<file path="config.mk">
export PLATFORM = sky130hd
export DESIGN_NAME = iec_address_token_parser_core
export DESIGN_NICKNAME = d
export VERILOG_FILES = /design/src/rtl/core/iecatp_pkg.sv /design/src/rtl/core/iecatp_step.sv /design/src/rtl/core/iec_address_token_parser_core.sv
export SDC_FILE = /design/constraint.sdc
export NUM_CORES = 1
export LEC_CHECK = 0
export BUFFER_PORTS_ARGS = -buffer_cell sky130_fd_sc_hd__clkbuf_2
export CORE_UTILIZATION = 50
export CTS_CLUSTER_SIZE = 30
export DETAILED_ROUTE_END_ITERATION = 16
export PLACE_DENSITY = 0.69
export SYNTH_ARGS = -nofsm -noshare
export SYNTH_HDL_FRONTEND = slang
export SYNTH_SLANG_ARGS = --single-unit
export TNS_END_PERCENT = 5
</file>
<file path="constraint.sdc">
create_clock -name clk_i -period 4.3 [get_ports clk_i]
set_input_delay 0.215 -clock clk_i [delete_from_list [all_inputs] [get_ports clk_i]]
set_output_delay 0.215 -clock clk_i [all_outputs]
set_load 0.05 [all_outputs]
</file>
<file path="src/rtl/core/iecatp_pkg.sv">
// ----------------------------------------------------------------------------
// iecatp_pkg
// Shared types and constants for the direct-address token parser.
// ----------------------------------------------------------------------------
`default_nettype none

package iecatp_pkg;

  // Width of the process-image index, which sets the byte index limit.
  localparam int unsigned IndexBits = 16;
  localparam int unsigned IndexLimit =
    (IndexBits >= 16) ? 32'd65535 : ((32'd1 << IndexBits) - 32'd1);

  // Largest legal bit number inside a byte.
  localparam logic [6:0] BitLimit = 7'd7;

  // Characters of the token grammar; letters are compared after OR with 0x20.
  localparam logic [7:0] ChTerm    = 8'h00;
  localparam logic [7:0] ChPercent = 8'h25;
  localparam logic [7:0] ChDot     = 8'h2E;
  localparam logic [7:0] ChZero    = 8'h30;
  localparam logic [7:0] ChNine    = 8'h39;
  localparam logic [7:0] ChLowI    = 8'h69;
  localparam logic [7:0] ChLowQ    = 8'h71;
  localparam logic [7:0] ChLowX    = 8'h78;
  localparam logic [7:0] ChLowB    = 8'h62;
  localparam logic [7:0] ChLowW    = 8'h77;
  localparam logic [7:0] ChLowD    = 8'h64;
  localparam logic [7:0] ChLowL    = 8'h6C;
  localparam logic [7:0] CaseBit   = 8'h20;

  // Bit index reported for sizes other than a single bit.
  localparam logic signed [3:0] NoBitIndex = -4'sd1;

  typedef enum logic [2:0] {
    PH_PERCENT  = 3'd0,
    PH_DIR      = 3'd1,
    PH_SIZE     = 3'd2,
    PH_FIRSTDIG = 3'd3,
    PH_BYTEDIG  = 3'd4,
    PH_BITFIRST = 3'd5,
    PH_BITDIG   = 3'd6
  } phase_e;

  typedef enum logic [2:0] {
    SZ_X = 3'd0,
    SZ_B = 3'd1,
    SZ_W = 3'd2,
    SZ_D = 3'd3,
    SZ_L = 3'd4
  } size_e;

  typedef struct packed {
    phase_e      phase;
    logic        dir;
    size_e       size;
    logic [15:0] byte_acc;
    logic [3:0]  bit_acc;
    logic        err;
  } pstate_t;

  typedef struct packed {
    logic              valid_res;
    logic              is_output;
    logic [2:0]        size_code;
    logic [15:0]       byte_addr;
    logic signed [3:0] bit_pos;
  } result_t;

  localparam pstate_t StateReset = '{
    phase:    PH_PERCENT,
    dir:      1'b0,
    size:     SZ_X,
    byte_acc: 16'd0,
    bit_acc:  4'd0,
    err:      1'b0
  };

endpackage

`default_nettype wire

</file>
<file path="src/rtl/core/iecatp_step.sv">
// ----------------------------------------------------------------------------
// iecatp_step
// Combinational parser step: next state and result for one character.
// ----------------------------------------------------------------------------
`default_nettype none

module iecatp_step (
  input  var iecatp_pkg::pstate_t st_i,
  input  wire logic [7:0]         ch_i,
  output var iecatp_pkg::pstate_t st_o,
  output var iecatp_pkg::result_t res_o
);

  logic               term;
  logic [7:0]         low;
  logic               is_dig;
  logic [3:0]         digit;
  logic [19:0]        byte_v;
  logic [6:0]         bit_v;
  logic               byte_ovf;
  logic               bit_ovf;
  iecatp_pkg::phase_e phase_d;
  logic               ok;

  assign term   = (ch_i == iecatp_pkg::ChTerm);
  assign low    = ch_i | iecatp_pkg::CaseBit;
  assign is_dig = (ch_i >= iecatp_pkg::ChZero) && (ch_i <= iecatp_pkg::ChNine);
  assign digit  = ch_i[3:0];

  // Multiply by ten as two shifts and an add.
  assign byte_v = ({4'd0, st_i.byte_acc} << 3) + ({4'd0, st_i.byte_acc} << 1)
                + {16'd0, digit};
  assign bit_v  = ({3'd0, st_i.bit_acc} << 3) + ({3'd0, st_i.bit_acc} << 1)
                + {3'd0, digit};
  assign byte_ovf = (byte_v > 20'(iecatp_pkg::IndexLimit));
  assign bit_ovf  = (bit_v > iecatp_pkg::BitLimit);

  // Next phase.
  always_comb begin
    phase_d = st_i.phase;
    case (st_i.phase)
      iecatp_pkg::PH_PERCENT: begin
        if (ch_i == iecatp_pkg::ChPercent) phase_d = iecatp_pkg::PH_DIR;
      end
      iecatp_pkg::PH_DIR: begin
        if (low == iecatp_pkg::ChLowI || low == iecatp_pkg::ChLowQ) begin
          phase_d = iecatp_pkg::PH_SIZE;
        end
      end
      iecatp_pkg::PH_SIZE: begin
        if (low == iecatp_pkg::ChLowX || low == iecatp_pkg::ChLowB ||
            low == iecatp_pkg::ChLowW || low == iecatp_pkg::ChLowD ||
            low == iecatp_pkg::ChLowL) begin
          phase_d = iecatp_pkg::PH_FIRSTDIG;
        end
      end
      iecatp_pkg::PH_FIRSTDIG: begin
        if (is_dig) phase_d = iecatp_pkg::PH_BYTEDIG;
      end
      iecatp_pkg::PH_BYTEDIG: begin
        if (!is_dig && ch_i == iecatp_pkg::ChDot && st_i.size == iecatp_pkg::SZ_X) begin
          phase_d = iecatp_pkg::PH_BITFIRST;
        end
      end
      iecatp_pkg::PH_BITFIRST, iecatp_pkg::PH_BITDIG: begin
        if (is_dig) phase_d = iecatp_pkg::PH_BITDIG;
      end
      default: begin
        phase_d = st_i.phase;
      end
    endcase
  end

  // Datapath registers and the sticky error flag.
  always_comb begin
    st_o = st_i;
    if (term) begin
      st_o = iecatp_pkg::StateReset;
    end else if (!st_i.err) begin
      st_o.phase = phase_d;
      case (st_i.phase)
        iecatp_pkg::PH_PERCENT: begin
          if (ch_i != iecatp_pkg::ChPercent) st_o.err = 1'b1;
        end
        iecatp_pkg::PH_DIR: begin
          if (low == iecatp_pkg::ChLowI) st_o.dir = 1'b0;
          else if (low == iecatp_pkg::ChLowQ) st_o.dir = 1'b1;
          else st_o.err = 1'b1;
        end
        iecatp_pkg::PH_SIZE: begin
          if (low == iecatp_pkg::ChLowX) st_o.size = iecatp_pkg::SZ_X;
          else if (low == iecatp_pkg::ChLowB) st_o.size = iecatp_pkg::SZ_B;
          else if (low == iecatp_pkg::ChLowW) st_o.size = iecatp_pkg::SZ_W;
          else if (low == iecatp_pkg::ChLowD) st_o.size = iecatp_pkg::SZ_D;
          else if (low == iecatp_pkg::ChLowL) st_o.size = iecatp_pkg::SZ_L;
          else st_o.err = 1'b1;
        end
        iecatp_pkg::PH_FIRSTDIG, iecatp_pkg::PH_BYTEDIG: begin
          if (is_dig) begin
            if (byte_ovf) st_o.err = 1'b1;
            else st_o.byte_acc = byte_v[15:0];
          end else if (st_i.phase == iecatp_pkg::PH_FIRSTDIG ||
                       ch_i != iecatp_pkg::ChDot || st_i.size != iecatp_pkg::SZ_X) begin
            st_o.err = 1'b1;
          end
        end
        iecatp_pkg::PH_BITFIRST, iecatp_pkg::PH_BITDIG: begin
          if (is_dig) begin
            if (bit_ovf) st_o.err = 1'b1;
            else st_o.bit_acc = bit_v[3:0];
          end else begin
            st_o.err = 1'b1;
          end
        end
        default: begin
          st_o.err = 1'b1;
        end
      endcase
    end
  end

  // Result for a terminator; an ill-formed token reports all zeros.
  assign ok = !st_i.err && (st_i.phase == iecatp_pkg::PH_BYTEDIG ||
                            st_i.phase == iecatp_pkg::PH_BITDIG);

  always_comb begin
    res_o = '0;
    if (ok) begin
      res_o.valid_res = 1'b1;
      res_o.is_output = st_i.dir;
      res_o.size_code = st_i.size;
      res_o.byte_addr = st_i.byte_acc;
      res_o.bit_pos   = (st_i.size == iecatp_pkg::SZ_X) ? $signed(st_i.bit_acc)
                                                        : iecatp_pkg::NoBitIndex;
    end
  end

endmodule

`default_nettype wire

</file>
<file path="src/rtl/core/iec_address_token_parser_core.sv">
// ----------------------------------------------------------------------------
// iec_address_token_parser_core
// Parses direct-address tokens one character word at a time.
// ----------------------------------------------------------------------------
// The result of a terminator is registered and is on the outputs in the cycle
// after it is accepted. Throughput: one character word per cycle unless an
// unread result stalls input; the parse state and the result register update
// in the same cycle. Reset clears the parse state to "expect percent sign" and
// clears the output valid flag; the result register itself is not reset.
`default_nettype none

module iec_address_token_parser_core (
  input  wire logic              clk_i,
  input  wire logic              rst_ni,
  input  wire logic              in_valid_i,
  output wire logic              in_ready_o,
  input  wire logic [7:0]        ch_i,
  output wire logic              out_valid_o,
  input  wire logic              out_ready_i,
  output wire logic              valid_res_o,
  output wire logic              is_output_o,
  output wire logic [2:0]        size_code_o,
  output wire logic [15:0]       byte_addr_o,
  output wire logic signed [3:0] bit_pos_o
);

  iecatp_pkg::pstate_t st_q;
  iecatp_pkg::pstate_t st_d;
  iecatp_pkg::result_t res_d;
  iecatp_pkg::result_t res_q;
  logic                out_valid_q;
  logic                accept;
  logic                term;

  iecatp_step u_step (
    .st_i  (st_q),
    .ch_i  (ch_i),
    .st_o  (st_d),
    .res_o (res_d)
  );

  // A waiting result only blocks input when it is not taken this cycle.
  assign in_ready_o = !out_valid_q || out_ready_i;
  assign accept     = in_valid_i && in_ready_o;
  assign term       = (ch_i == iecatp_pkg::ChTerm);

  always_ff @(posedge clk_i or negedge rst_ni) begin
    if (!rst_ni) begin
      st_q        <= iecatp_pkg::StateReset;
      out_valid_q <= 1'b0;
    end else begin
      if (accept) st_q <= st_d;
      if (accept && term) out_valid_q <= 1'b1;
      else if (out_ready_i) out_valid_q <= 1'b0;
    end
  end

  always_ff @(posedge clk_i) begin
    if (accept && term) res_q <= res_d;
  end

  assign out_valid_o = out_valid_q;
  assign valid_res_o = res_q.valid_res;
  assign is_output_o = res_q.is_output;
  assign size_code_o = res_q.size_code;
  assign byte_addr_o = res_q.byte_addr;
  assign bit_pos_o   = res_q.bit_pos;

  // A terminator always leaves the parser in its starting state.
  assert property (@(posedge clk_i) disable iff (!rst_ni)
    accept && term |=> st_q.phase == iecatp_pkg::PH_PERCENT && !st_q.err)
    else $error("parser state not cleared after terminator");

  // Only a terminator produces a result.
  assert property (@(posedge clk_i) disable iff (!rst_ni)
    accept && !term && !out_valid_q |=> !out_valid_q)
    else $error("result produced without terminator");

  // A rejected token reports all fields as zero.
  assert property (@(posedge clk_i) disable iff (!rst_ni)
    out_valid_o && !valid_res_o |->
      !is_output_o && size_code_o == 3'd0 && byte_addr_o == 16'd0 &&
      bit_pos_o == 4'sd0)
    else $error("invalid result carries nonzero fields");

  // Sizes other than a single bit report no bit index.
  assert property (@(posedge clk_i) disable iff (!rst_ni)
    out_valid_o && valid_res_o && size_code_o != iecatp_pkg::SZ_X |->
      bit_pos_o == iecatp_pkg::NoBitIndex)
    else $error("bit index reported for non-bit size");

endmodule

`default_nettype wire

</file>
; Yosys cells after proc, flatten, opt, wreduce, memory -nomap -nowiden
; Cells that the tools add are included.
; W data, S select, Z words.
[totals]
ff_bits = 54
inputBits = 12
out_inout_bits = 27
wordCells = 126
[op_classes]
add_sub_neg = 4
n_lt_le_gt_ge = 4
n_eq_ne = 26
muxes = 42
reduce_logical = 38
[ops]
columns = operator, n
row1 = $mux W28, 2
row2 = $eq A7 B6 Y1 const B, 7
row3 = $mux W16, 3
row4 = $mux W3, 12
row5 = $mux W25, 1
row6 = $add A19 B17 Y20, 1
row7 = $add A20 B4 Y20, 1
row8 = $gt A20 B16 Y1 const B, 1
row9 = $mux W1, 18
row10 = $ne A3 B2 Y1 const B, 6
row11 = $pmux W3 S6, 1
row12 = $eq A8 B6 Y1 const B, 2
row13 = $mux W4, 4
row14 = $ne A8 B6 Y1 const B, 2
row15 = $reduce_bool A2 Y1, 6
row16 = $reduce_and A5 Y1, 2
row17 = $eq A3 B3 Y1 const B, 3
row18 = $logic_or A1 B1 Y1, 9
row19 = $reduce_and A9 Y1, 1
row20 = $ge A8 B6 Y1 const B, 1
row21 = $le A8 B6 Y1 const B, 1
row22 = $logic_not A8 Y1, 1
row23 = $reduce_and A4 Y1, 2
row24 = $add A7 B4 Y7, 1
row25 = other kinds (14), 26

; Depth between registers and ports, before layout
[logic_depth]
depth_word = 9
ltp_mapped = 12
ltp_nobuf = 10

; Modules after synthesis
; A second synthesis with hierarchy kept.
[hier_totals]
cells_unflattened = 428
hier_area_um2 = 4302.9
[by_module_without_submodules]
columns = mod, instances, cells_each, area_each_um2, seq_area_each_um2
row1 = iecatp_step, 1, 335, 2401.1, 0.0
row2 = iec_address_token_parser_core, 1, 93, 1901.8, 1476.4

; Worst setup path before layout
; OpenSTA, ideal clock, no wires.
[synth_path]
kind = in2reg
from = input port ch_i[3]
to = register st_q[19] (netlist bit)
setup_time_ns = 0.079
arrival_ns = 3.392
required_time_ns = 4.221
path_slack_ns = 0.829
path_stages = 12
cell_sequence = clkbuf_1 > inv_2 > fa_1 > inv_1 > fa_1 > a211oi_1 > o211ai_1 > and2_1 > o32a_2 > a2111oi_4 > buf_6 > mux2i_1
[synth_between]
elab_chain_len = 6
word_cells_on_any_way = 16
cone_classes = add/sub (1) / order compare (3) / eq/ne (2) / mux (5) / reduce/logical (5)
[synth_lines]
columns = element, line
row1 = start: declaration, iec_address_token_parser_core.sv:17  ; input wire logic [7:0] ch_i,
row2 = branches (longest 6 deep; another with $add A20 B4 Y20), n/a
row3 = end signal: assignment, iec_address_token_parser_core.sv:49  ; st_q <= iecatp_pkg::StateReset;
row4 = end signal: assignment, iec_address_token_parser_core.sv:52  ; if (accept) st_q <= st_d;
row5 = end: declaration, iec_address_token_parser_core.sv:27  ; iecatp_pkg::pstate_t st_q;
; Parallel ways; which one is timed is not known. The select of a mux whose other input is x is not followed.
; A chain may end at the register's enable or synchronous reset.

; Worst setup path in the final report
[layout_path]
from = register st_q[7] (netlist bit)
to = register st_q[18] (netlist bit)
[layout_between]
elab_chain_len = 7
word_cells_on_any_way = 10
cone_classes = add/sub (2) / order compare (1) / eq/ne (1) / mux (5) / reduce/logical (1)
[layout_lines]
columns = element, line
row1 = $add A19 B17 Y20 (*), iecatp_step.sv:31  ; assign byte_v = ({4'd0, st_i.byte_acc} << 3) + ({4'd0, st_i.byte_acc} << 1)
row2 = $add A20 B4 Y20 (*), iecatp_step.sv:32  ; + {16'd0, digit};
row3 = branches (longest 5 deep; another with $gt A20 B16 Y1), n/a
; Every way passes the cells marked *. The select of a mux whose other input is x is not followed.

==> flow_summary.toml <==
[outcome]
status = "complete, no violations"

[setup_path]
crit_fanout = 16
r2r_slack_ns = 0.87
path_class = "flip-flop to flip-flop"
worstSetupStartpointType = "flip-flop"
cp_data_required_time_ns = 4.53
regToRegEndpoint = "st_q[18]"
arrival_ns = 3.65
r2r-start = "st_q[7]"
cp_slowest_stage_delay_ns = 0.47
critical_path.slowest_cell = "fa_1"
worstPathCellList = "inv_1 > fa_1 > inv_1 > fa_1 > a211oi_1 > o211ai_1 > and2_1 > o32a_2 > a2111oi_4 > buf_4 > mux2i_1"
endpoint_kind = "flip-flop"
r2r_cells = 11

[power_and_ir_drop]
power_density_nw_per_um2 = 210.0
p_sw_share_pct = 23.52
p_switching_uw = 210.9
p_leak_nw = 1.886
p_int_uw = 685.7
clkPwrFrac_pct = 30.7
combPwrFrac_pct = 8.2
pwr-share-seq_pct = 61.1
ir_drop_mv = 0.1012

[yosys]
synth-seq-cells = 54
yosysUniqueCellTypes = 61
syn-cell-area_um2 = 3906
yosysSeqAreaShare_pct = 37.80
synth_cells = 403
synth-main-ff-cell = "dfrtp_1"
ys_warn_count = 0
syn_avg_cell_area_um2 = 9.693
synthArstFlopShare_pct = 53.70
synth_edf_count = 25
syn_nets = 457

[floorplan]
die_area_um2 = 8170
ioPinCount = 39
core_area_um2 = 7408
row_count = 31
die_h_um = 90.39
start_util_pct = 52.73
die_x_um = 90.39

[detailed_routing]
ant_nets = 0
num_vias = 3146
drc = 0
first_pass_iters = 5
routed_via_density = 5.858
drtIter0Drc = 215
wl_per_cell_um = 15.60
drt_wl_total_um = 8376

[global_route]
grt_pass1_vias = 2964
gr-total-overflow = 0
grt_pass1_wl_um = 14110
grt_antenna_before_repair = 0
grt.total_usage_pct = 21.50
grt_max_degree = 30

[clock_network]
cts_buffers = 5
worstSkewPairLatency_ns = 0.30
h-tree-depth = 2
path_clk_slew_ns = 0.10
cts.sinks = 54
cts_setup_buffers = 0
root_buffer = "clkbuf_8"
clockBufferDepth = 2
ctsHoldBuffers = 1
cts_tree = "yes"
cts-resized-gates = 0

[finish]
final_cell_mix = "nand2_1, ha_1, clkbuf_2"
seq_area_um2 = 1476
fin_nets = 491
fin_area_um2 = 4269
syn_to_final_growth_pct = 9.289
drive_gt1_share_pct = 13.24
diodes = 0
final_common_cell = "nand2_1"
multi_input_area_um2 = 2280
nFillCells = 672

[timing]
drv_slew = 0
min_period_ns = 3.426
fmax_ghz = 0.2919
setup_violations = 0
rsz0062_at_grt = "no"
min_period_over_period_pct = 79.67
hold_viol_final = 0
tightest_slew_ns = 1.161
setup_tns_ns = 0
relSlewSlack_pct = 22.24
clock_skew_ns = 0.01534

[min_path]
hp-start = "out_ready_i"
hp-class = "primary input to flip-flop"
hold_path_depth = 3
holdPathEnd = "out_valid_o"

[placement]
io_buffers = 38
dpl.hpwl_um = 6432
gp_congestion = 0.8970
place_area_um2 = 4175

[run]
cap_violations = 0
worst max path at each step:
| stage | startpoint | to | cells after the start |
|---|---|---|---|
| 6_report | st_q[7] | st_q[18] | 11 |
| 5_1_grt | st_q[5] | st_q[18] | 11 |
| 4_1_cts | st_q[7] | st_q[10] | 11 |
| 3_5_place_dp | ch_i[3] | st_q[18] | 12 |
| 3_3_place_gp | ch_i[3] | st_q[19] | 12 |
| 2_1_floorplan | ch_i[3] | st_q[19] | 12 |
kinds of logic after synthesis:
| logic type | synth area share (%) |
|---|---|
| buffers and inverters | 3.972 |
| xor gates and xnor gates | 3.363 |
| muxes | 4.901 |
| DFF | 37.80 |
| and+or+nand+nor | 17.49 |
| adders and majority gates | 14.22 |
| AOI/OAI and AO/OA | 18.26 |
Yosys cell counts (all sizes together), types with 4 or more instances:
cell type  instances  share of area (%)
clkbuf            10               0.96
o211ai             7                1.3
dfrtp             29                 19
nor3b              4               0.90
nand2             48                4.6
and2              25                4.0
o21a               8                1.5
a21oi             23                3.0
a2111oi            4                1.4
xnor2              7                1.6
nor2              22                2.1
nor3               4               0.51
inv               20                1.9
fa                 4                2.1
xor2               8                1.8
mux2i             18                4.6
buf                6                1.1
nand3             12                1.5
nand4              5               0.80
ha                38                 12
edfxtp            25                 19
a21o               6                1.2
o21ai             20                2.6
a211oi             7                1.5
worst max-delay path: cells and delay by family, from the launching register on:
kind | cells | cell delay [ns]
AND/OR/NAND/NOR | 1 | 0.21
flip-flops | 1 | 0.44
adder cells (fa/ha/maj) | 2 | 0.94
buffers and inverters | 3 | 0.47
multiplexers | 1 | 0.24
AO/OA/AOI/OAI | 4 | 1.05
state kept, by name, indices dropped and copies added, names as in the netlist:
name / cells
st_q: 28
byte_addr_o: 16
bit_pos_o: 4
size_code_o: 3
is_output_o: 1
out_valid_o: 1
valid_res_o: 1
routing by layer:
metal	GRT usage [%]	routed length [um]	vias to the layer above
met5	0	0	-
met4	6.720	121	0
met3	2.778	420	9
met2	34.86	3873	105
met1	29.90	3960	1497
li1	-	-	1535
layout make-up:
cell class | instances | share of cell area, %
Clock buffer | 7 | 1.788
Clock inverter | 1 | 0.1759
Inverter | 20 | 1.759
Multi-Input combinational cell | 313 | 53.40
Sequential cell | 54 | 34.58
Tap cell | 99 | 2.902
Timing Repair Buffer | 43 | 5.393
through the flow:
step                power [mW]  util (%)  setup WS [ns]  std cells  hold WS (ns)
global route            0.9378     57.63         0.6579        537        0.3033
detailed placement      0.6328     56.36         0.7988        528        0.3236
CTS                     0.9097     57.63         0.8770        537        0.2616
finish                  0.8966     57.63         0.8741        537        0.2673
floorplan               0.6076         -         0.8289        403      -0.08059
global placement        0.6287     56.36         0.8850        528        0.3177
power groups by stage:
stage | Clock [mW] | Sequential [mW] | Combinational, mW
finish | 0.275 | 0.548 | 0.0735
detailed placement | 0 | 0.559 | 0.0738
global route | 0.304 | 0.549 | 0.0847
global placement | 0 | 0.559 | 0.0697
floorplan | 0 | 0.556 | 0.0519
CTS | 0.287 | 0.548 | 0.0750
(Power assumes the default switching activity.)
